$ cat config.mk
export PLATFORM = sky130hd
export DESIGN_NAME = magic_length_packet_deframer
export DESIGN_NICKNAME = d
export VERILOG_FILES = /design/src/hdl/mlpd_pkg.sv /design/src/hdl/mlpd_front.sv /design/src/hdl/mlpd_queue.sv /design/src/hdl/mlpd_back.sv /design/src/hdl/magic_length_packet_deframer.sv
export SDC_FILE = /design/constraint.sdc
export NUM_CORES = 1
export LEC_CHECK = 0
export BUFFER_PORTS_ARGS = -buffer_cell sky130_fd_sc_hd__buf_4
export CAP_MARGIN = 20
export CORE_UTILIZATION = 45
export CTS_CLUSTER_SIZE = 30
export DETAILED_ROUTE_END_ITERATION = 8
export SLEW_MARGIN = 10
export SYNTH_ARGS = -nofsm -noshare
export SYNTH_HDL_FRONTEND = slang
export SYNTH_SLANG_ARGS = --single-unit
$ cat constraint.sdc
create_clock -name clk -period 11.3 [get_ports clk]
set_input_delay 1.695 -clock clk [delete_from_list [all_inputs] [get_ports clk]]
set_output_delay 1.695 -clock clk [all_outputs]
set_load 0.02 [all_outputs]
$ cat src/hdl/mlpd_pkg.sv
// ----------------------------------------------------------------------------
// mlpd_pkg
// Types, constants and helpers shared by the packet deframer modules.
// ----------------------------------------------------------------------------
package mlpd_pkg;

    // payload length field and register widths
    localparam int LENGTH_BITS = 20;
    localparam int CFG_BITS    = 20;
    localparam int HDR_BITS    = 32;

    // header window
    localparam int WINDOW_DEPTH = 8;
    localparam int FILL_BITS    = $clog2(WINDOW_DEPTH + 1);

    // queue between front and back
    localparam int QUEUE_DEPTH = 4;
    localparam int QCNT_BITS   = $clog2(QUEUE_DEPTH + 1);
    localparam int QIDX_BITS   = $clog2(QUEUE_DEPTH);

    // magic word "VID0"
    localparam logic [7:0] MAGIC_0 = 8'h56;
    localparam logic [7:0] MAGIC_1 = 8'h49;
    localparam logic [7:0] MAGIC_2 = 8'h44;
    localparam logic [7:0] MAGIC_3 = 8'h30;

    // rtp h.264 classification
    localparam int         TYPE_BITS     = 5;
    localparam int         POS_BITS      = 5;
    localparam logic [4:0] TYPE_SPS      = 5'd7;
    localparam logic [4:0] TYPE_PPS      = 5'd8;
    localparam logic [4:0] TYPE_STAP_A   = 5'd24;
    localparam logic [4:0] TYPE_BYTE_POS = 5'd12;
    localparam logic [4:0] STAP_BYTE_POS = 5'd15;
    localparam logic [4:0] POS_SATURATE  = 5'd16;

    // configuration register indexes
    typedef enum logic [0:0] {
        REG_MIN_LENGTH = 1'b0,
        REG_MAX_LENGTH = 1'b1
    } mlpd_reg_t;

    // front state
    typedef enum logic [0:0] {
        ST_HUNT    = 1'b0,
        ST_PAYLOAD = 1'b1
    } mlpd_state_t;

    // one payload item
    typedef struct packed {
        logic [7:0] payload_byte;
        logic       first_of_packet;
        logic       last_of_packet;
        logic       keep_packet;
    } mlpd_item_t;

    // queue head as seen by the back part
    typedef struct packed {
        logic       valid;
        mlpd_item_t item;
    } mlpd_head_t;

    // sps or pps nal unit type
    function automatic logic is_param_set(input logic [TYPE_BITS-1:0] t);
        is_param_set = (t == TYPE_SPS) || (t == TYPE_PPS);
    endfunction

endpackage

$ cat src/hdl/mlpd_front.sv
// ----------------------------------------------------------------------------
// mlpd_front
// Hunts for the magic/length header, tracks payload and classifies packets.
// ----------------------------------------------------------------------------
module mlpd_front
    import mlpd_pkg::*;
(
    input  logic                clk,
    input  logic                rst_n,
    input  logic                cfg_we,
    input  logic                cfg_addr,
    input  logic [CFG_BITS-1:0] cfg_wdata,
    input  logic                in_accept,
    input  logic [7:0]          in_byte,
    input  logic                in_flush,
    output logic                push,
    output mlpd_item_t          push_item
);

    logic [CFG_BITS-1:0]    min_len_reg;
    logic [CFG_BITS-1:0]    max_len_reg;
    logic [7:0]             win_reg  [WINDOW_DEPTH];
    logic [7:0]             win_next [WINDOW_DEPTH];
    logic [FILL_BITS-1:0]   fill_reg, fill_next;
    mlpd_state_t            state_reg, state_next;
    logic [LENGTH_BITS-1:0] left_reg, left_next;
    logic [POS_BITS-1:0]    pos_reg, pos_next;
    logic [TYPE_BITS-1:0]   type_reg, type_next;
    logic                   pss_reg, pss_next;
    logic [HDR_BITS-1:0]    hdr_len;
    logic                   hdr_ok;
    logic                   last;

    // configuration registers
    always_ff @(posedge clk or negedge rst_n)
    begin
        if (!rst_n)
        begin
            min_len_reg <= CFG_BITS'(12);
            max_len_reg <= CFG_BITS'(65535);
        end
        else if (cfg_we)
        begin
            unique case (mlpd_reg_t'(cfg_addr))
                REG_MIN_LENGTH: min_len_reg <= cfg_wdata;
                REG_MAX_LENGTH: max_len_reg <= cfg_wdata;
                default:        ;
            endcase
        end
    end

    // window shifted by the incoming byte, newest last
    always_comb
    begin
        for (int i = 0; i < WINDOW_DEPTH - 1; i++)
        begin
            win_next[i] = win_reg[i+1];
        end
        win_next[WINDOW_DEPTH-1] = in_byte;
    end

    // header test on the shifted window
    assign hdr_len = {win_next[4], win_next[5], win_next[6], win_next[7]};
    assign hdr_ok  = (win_next[0] == MAGIC_0) && (win_next[1] == MAGIC_1)
                  && (win_next[2] == MAGIC_2) && (win_next[3] == MAGIC_3)
                  && (hdr_len >= HDR_BITS'(min_len_reg))
                  && (hdr_len <= HDR_BITS'(max_len_reg))
                  && ((hdr_len >> LENGTH_BITS) == '0);

    assign last = (left_reg == LENGTH_BITS'(1));

    // next state and item
    always_comb
    begin
        state_next = state_reg;
        fill_next  = fill_reg;
        left_next  = left_reg;
        pos_next   = pos_reg;
        type_next  = type_reg;
        pss_next   = pss_reg;
        push       = 1'b0;
        push_item.payload_byte    = in_byte;
        push_item.first_of_packet = (pos_reg == '0);
        push_item.last_of_packet  = last;
        push_item.keep_packet     = 1'b0;
        if (in_accept)
        begin
            unique case (state_reg)
                ST_HUNT:
                begin
                    if (fill_reg != FILL_BITS'(WINDOW_DEPTH))
                        fill_next = fill_reg + FILL_BITS'(1);
                    if ((fill_next == FILL_BITS'(WINDOW_DEPTH)) && hdr_ok)
                    begin
                        fill_next = '0;
                        pos_next  = '0;
                        type_next = '0;
                        pss_next  = 1'b0;
                        if (hdr_len != '0)
                        begin
                            left_next  = hdr_len[LENGTH_BITS-1:0];
                            state_next = ST_PAYLOAD;
                        end
                    end
                end
                ST_PAYLOAD:
                begin
                    push = 1'b1;
                    // nal type capture and sps/pps test
                    if (pos_reg == TYPE_BYTE_POS)
                    begin
                        type_next = in_byte[TYPE_BITS-1:0];
                        if (is_param_set(in_byte[TYPE_BITS-1:0]))
                            pss_next = 1'b1;
                    end
                    else if (pos_reg == STAP_BYTE_POS)
                    begin
                        if ((type_reg == TYPE_STAP_A) && is_param_set(in_byte[TYPE_BITS-1:0]))
                            pss_next = 1'b1;
                    end
                    if (pos_reg < POS_SATURATE)
                        pos_next = pos_reg + POS_BITS'(1);
                    if (last)
                    begin
                        push_item.keep_packet = in_flush ? pss_next : 1'b1;
                        state_next = ST_HUNT;
                        left_next  = '0;
                        fill_next  = '0;
                    end
                    else
                    begin
                        left_next = left_reg - LENGTH_BITS'(1);
                    end
                end
                default: ;
            endcase
        end
    end

    // state registers
    always_ff @(posedge clk or negedge rst_n)
    begin
        if (!rst_n)
        begin
            state_reg <= ST_HUNT;
            fill_reg  <= '0;
            left_reg  <= '0;
            pos_reg   <= '0;
            type_reg  <= '0;
            pss_reg   <= 1'b0;
        end
        else
        begin
            state_reg <= state_next;
            fill_reg  <= fill_next;
            left_reg  <= left_next;
            pos_reg   <= pos_next;
            type_reg  <= type_next;
            pss_reg   <= pss_next;
        end
    end

    // header window, only read once fully refilled
    always_ff @(posedge clk)
    begin
        if (in_accept && (state_reg == ST_HUNT))
        begin
            for (int i = 0; i < WINDOW_DEPTH; i++)
            begin
                win_reg[i] <= win_next[i];
            end
        end
    end

endmodule

$ cat src/hdl/mlpd_queue.sv
// ----------------------------------------------------------------------------
// mlpd_queue
// Short shifting queue of payload items between front and back.
// ----------------------------------------------------------------------------
module mlpd_queue
    import mlpd_pkg::*;
(
    input  logic       clk,
    input  logic       rst_n,
    input  logic       push,
    input  mlpd_item_t push_item,
    input  logic       pop,
    output logic       full,
    output mlpd_head_t head
);

    mlpd_item_t           ent_reg [QUEUE_DEPTH];
    logic [QCNT_BITS-1:0] cnt_reg, cnt_next;
    logic [QCNT_BITS-1:0] wr_pos;

    assign full       = (cnt_reg == QCNT_BITS'(QUEUE_DEPTH));
    assign head.valid = (cnt_reg != '0);
    assign head.item  = ent_reg[0];

    // write slot accounts for a shift in the same cycle
    assign wr_pos = pop ? (cnt_reg - QCNT_BITS'(1)) : cnt_reg;

    // occupancy
    always_comb
    begin
        cnt_next = cnt_reg;
        if (push && !pop)
            cnt_next = cnt_reg + QCNT_BITS'(1);
        else if (pop && !push)
            cnt_next = cnt_reg - QCNT_BITS'(1);
    end

    always_ff @(posedge clk or negedge rst_n)
    begin
        if (!rst_n)
            cnt_reg <= '0;
        else
            cnt_reg <= cnt_next;
    end

    // entries shift toward the head on pop, a new item lands in the write slot
    always_ff @(posedge clk)
    begin
        for (int i = 0; i < QUEUE_DEPTH - 1; i++)
        begin
            if (push && (wr_pos[QIDX_BITS-1:0] == QIDX_BITS'(i)))
                ent_reg[i] <= push_item;
            else if (pop)
                ent_reg[i] <= ent_reg[i+1];
        end
        if (push && (wr_pos[QIDX_BITS-1:0] == QIDX_BITS'(QUEUE_DEPTH - 1)))
            ent_reg[QUEUE_DEPTH-1] <= push_item;
    end

endmodule

$ cat src/hdl/mlpd_back.sv
// ----------------------------------------------------------------------------
// mlpd_back
// Output register that drains the queue onto the master stream.
// ----------------------------------------------------------------------------
module mlpd_back
    import mlpd_pkg::*;
(
    input  logic       clk,
    input  logic       rst_n,
    input  mlpd_head_t head,
    output logic       pop,
    input  logic       m_tready,
    output logic       m_tvalid,
    output logic [7:0] m_tdata,
    output logic       m_tlast,
    output logic [1:0] m_tuser
);

    logic       out_valid_reg, out_valid_next;
    mlpd_item_t out_item_reg;

    // load when the output register is empty or being taken
    assign pop = head.valid && (!out_valid_reg || m_tready);

    always_comb
    begin
        out_valid_next = out_valid_reg;
        if (pop)
            out_valid_next = 1'b1;
        else if (m_tready)
            out_valid_next = 1'b0;
    end

    always_ff @(posedge clk or negedge rst_n)
    begin
        if (!rst_n)
            out_valid_reg <= 1'b0;
        else
            out_valid_reg <= out_valid_next;
    end

    always_ff @(posedge clk)
    begin
        if (pop)
            out_item_reg <= head.item;
    end

    assign m_tvalid = out_valid_reg;
    assign m_tdata  = out_item_reg.payload_byte;
    assign m_tlast  = out_item_reg.last_of_packet;
    assign m_tuser  = {out_item_reg.keep_packet, out_item_reg.first_of_packet};

endmodule

$ cat src/hdl/magic_length_packet_deframer.sv
// ----------------------------------------------------------------------------
// magic_length_packet_deframer
// Byte stream deframer locking on a "VID0" magic and 32-bit length header.
// ----------------------------------------------------------------------------
// Usage:
//   s_* carries the received stream, one byte per item; s_tuser[0] selects
//   flush mode and is sampled on the item holding the final payload byte.
//   m_* carries payload bytes only; header and hunted bytes produce nothing.
//   m_tuser[0] marks the first byte, m_tlast the final one, and m_tuser[1]
//   on the final byte says whether the packet is kept (always in normal mode,
//   only sps/pps packets in flush mode).
//   cfg_we/cfg_addr/cfg_wdata write min_length (0) and max_length (1);
//   write only while no packet is in flight.
// Timing:
//   one item per clock sustained while m_tready stays high; a payload byte
//   accepted at the input is registered into the queue by the front, then
//   taken into the output register, which drives m_tvalid, and leaves it
//   once m_tready is high.
//   reset empties the queue and the header window and restores the default
//   length bounds 12..65535.
//   when m_tready is low the four-entry queue absorbs items; s_tready drops
//   only once it is full and returns as soon as one item leaves.
// ----------------------------------------------------------------------------
module magic_length_packet_deframer
    import mlpd_pkg::*;
(
    input  logic                clk,
    input  logic                rst_n,
    // configuration
    input  logic                cfg_we,
    input  logic                cfg_addr,
    input  logic [CFG_BITS-1:0] cfg_wdata,
    // input stream
    input  logic                s_tvalid,
    output logic                s_tready,
    input  logic [7:0]          s_tdata,   // [7:0] data_byte
    input  logic                s_tuser,   // [0] flush_active
    // output stream
    output logic                m_tvalid,
    input  logic                m_tready,
    output logic [7:0]          m_tdata,   // [7:0] payload_byte
    output logic                m_tlast,
    output logic [1:0]          m_tuser    // [0] first_of_packet, [1] keep_packet
);

    logic       full;
    logic       push;
    logic       pop;
    mlpd_item_t push_item;
    mlpd_head_t head;

    assign s_tready = !full;

    // header hunt and classification
    mlpd_front u_front (
        .clk       (clk),
        .rst_n     (rst_n),
        .cfg_we    (cfg_we),
        .cfg_addr  (cfg_addr),
        .cfg_wdata (cfg_wdata),
        .in_accept (s_tvalid && s_tready),
        .in_byte   (s_tdata),
        .in_flush  (s_tuser),
        .push      (push),
        .push_item (push_item)
    );

    // decoupling queue
    mlpd_queue u_queue (
        .clk       (clk),
        .rst_n     (rst_n),
        .push      (push),
        .push_item (push_item),
        .pop       (pop),
        .full      (full),
        .head      (head)
    );

    // output stage
    mlpd_back u_back (
        .clk      (clk),
        .rst_n    (rst_n),
        .head     (head),
        .pop      (pop),
        .m_tready (m_tready),
        .m_tvalid (m_tvalid),
        .m_tdata  (m_tdata),
        .m_tlast  (m_tlast),
        .m_tuser  (m_tuser)
    );

endmodule

==> qor.txt <==
Status = finished clean
RSZ-0062 raised after global routing = no
Final #Nets = 894
Seq/Total Area, Yosys = 0.587
P_leak = 0.00414 µW
Initial Util = 0.465
Crit Path Category = input pin to flop
Synth Instances = 756
IO Pins = 48
Final Skew = 0.0116 ns
Slew Limit Headroom = 0.328
Placed cell areas = 9790 µm²
# DRC = 0
Final slew viol count = 0
Worst min-delay path class = flop to flop
Synth top cells by count = 111 x edfxtp_1, 84 x nand2_1, 62 x dfrtp_1, 59 x inv_1, 51 x ha_1
Clk root buf = clkbuf_16
Startpoint types = input pin
Net Sw Power = 423 µW
Largest net degree at the start of global routing = 64
Drt pass-1 iters = 5
Die area = 20900 µm²
Number of global-route vias before repair = 6319
Synth top area cells = edfxtp_1 37%, dfrtp_1 17%, ha_1 7.0%, dfstp_2 5.2%, mux2_2 5.2%
Final GP Congestion = 0.862
Clock Sinks = 191
CTS Buf Count = 17
Setup crit end kind = flop
Total GRT Usage = 0.210
F_max = 233 MHz
Hold Crit Depth = 0
Htree depth = 4
Ys async rst share = 0.419
Via/cell ratio = 5.64
Least-Margin Pin Slew = 1.00 ns
CTS tree = yes
Antenna violations before repair = 0
WL final = 20.3 mm
Via Count = 6123
Worst EP arrival = 4.48 ns
Pwr Density = 154 nW/µm²
Die W = 144 µm
Mapped Avg Cell Area = 12.1 µm²
HP Start = u_queue.ent_reg[0][2]
Most common cell in the synthesized netlist = edfxtp_1
Die height = 144 µm
Fillcell total = 1761
Power share of the clock group = 0.379
# diodes = 0
DPL Wire Length = 13.9 mm
Number of synthesized flops with an enable pin = 111
Area grow syn2layout = 13.7%
Syn Std Cell Area = 9130 µm²
R2R depth = 9
Int Power = 1180 µW
RR Startpoint = u_queue.cnt_reg[0]
Seq pwr share = 0.509
Wire per inst = 18.7 µm
Main synth FF type = edfxtp_1
Max reg flops = 56
Worst-case clock buffer depth = 2
Yosys warns = 0
Hold slack = 0.421 ns
Yosys reg bits = 191
Peak VDD IR = 0.000101 V
Place WS = 6.58 ns
Postcts setup bufs = 0
Fin crit share = 0.380
Clock transition at the registers of the reported paths = 0.08 ns
Post-synth top area share = 0.365
Clock latency on the worst-skew pair = 0.44 ns
GRT overflow = 0
Leading area contributor after synthesis = edfxtp_1
Antenna Nets Post-Route = 0
CP Data Required Time = 11.49 ns
Hold_buf cts = 0
Setup TNS = 0 ns
First-pass GRT wire length = 32.9 mm
Unique cell type count in the Yosys netlist = 65
PostCTS Resize Cnt = 0
CP Launch Point = s_tvalid
Setup ws final = 7.01 ns
Fin area = 10400 µm²
Buffers on Ports = 47
Max FO, Critical Path = 23
Sw Share = 0.264
Row Count = 51
MaxCap Viol Count = 0
Minimum clock period = 4.29 ns
Combinational power share = 0.112
1st-iter DRT viols = 458
Syn_nets = 842
Final setup fails = 0
Core Box Area = 19700 µm²
Final hold vios = 0
Share of cells above drive strength 1 = 0.199
[power groups by stage]
stage | clock network (µW) | registers, µW | logic [µW]
after floorplan | 0 | 815 | 124
after global placement | 0 | 826 | 170
after detailed placement | 0 | 828 | 180
after CTS | 619 | 813 | 181
after global routing | 643 | 819 | 202
final | 606 | 813 | 179
[final timing paths]
| path | end | slack [ns] |
|---|---|---|
| max | u_queue.ent_reg[2][8] | 7.01 |
| min | u_back.m_tuser[0] | 0.42 |
| max reg2reg | u_queue.ent_reg[2][8] | 7.28 |
| min reg2reg | u_back.m_tuser[0] | 0.42 |
| max in group asynchronous | u_front.min_len_reg[1] | 9.08 |
| min in group asynchronous | u_front.pos_reg[4] | 1.11 |
[logic make-up after synthesis]
logic type               after synthesis  synth area share
flip-flops                           191             0.587
XOR/XNOR                               4           0.00384
AND/OR/NAND/NOR                      210             0.118
adder cells (fa/ha/maj)               51            0.0699
buffers and inverters                 86            0.0381
AO/OA/AOI/OAI                        166             0.125
multiplexers                          48            0.0589
[layout make-up]
class	instances	area (µm²)	area share
Inverter	60	225	0.0217
Clock inverter	15	166	0.0160
Clock buffer	17	425	0.0410
Tap cell	265	332	0.0319
Multi-Input combinational cell	479	3440	0.331
Sequential cell	191	5360	0.516
Timing Repair Buffer	59	443	0.0427
[cell usage in the layout, fill, tap and decap left out, drive strengths merged, types with 3 or more instances in the layout]
cell type  netlist  layout
mux2            43      43
clkbuf          18      17
edfxtp         111     111
a21o             5       5
dfrtp           62      62
dfstp           18      18
clkinv           0       4
nand3           14      14
nor4b           11      11
inv             60      68
a32oi            3       3
a21oi           32      32
nor2b            5       5
nand2           84      84
nand4b           3       3
ha              51      51
a211oi           3       3
nor2            22      22
a22o             7       7
a221o            3       3
nor4            17      17
o2bb2ai         21      21
buf              8      59
nor3            21      21
mux2i            5       5
nor4bb           3       3
o22ai           10      10
o31ai            6       6
o21ai           52      52
and3             3       3
nand2b           7       7
nand4            8       8
a2111oi          3       3
a22oi            7       7
xor2             3       3
[critical path, stage by stage]
cell	delay, ns
buf_4	0.08
and2_1	0.31
nand2_1	0.28
inv_1	0.68
nand2_1	0.18
o21ai_1	0.81
mux2_2	0.43
[through the flow]
step	std cells	utilization	power [µW]
finish	1086	0.528	1600
global route	1086	0.528	1660
CTS	1086	0.528	1610
detailed placement	1054	0.498	1010
global placement	1054	0.498	995
floorplan	756	-	939
[per-layer routing]
layer  track usage  routed length, µm  vias to the layer above
li1              -                  -                     2924
met3        0.0490                895                       19
met5             0                  0                        -
met2         0.345               9730                      155
met1         0.279               9400                     3025
met4        0.0604                293                        0
Note: power is estimated with default switching activity, not from simulation.
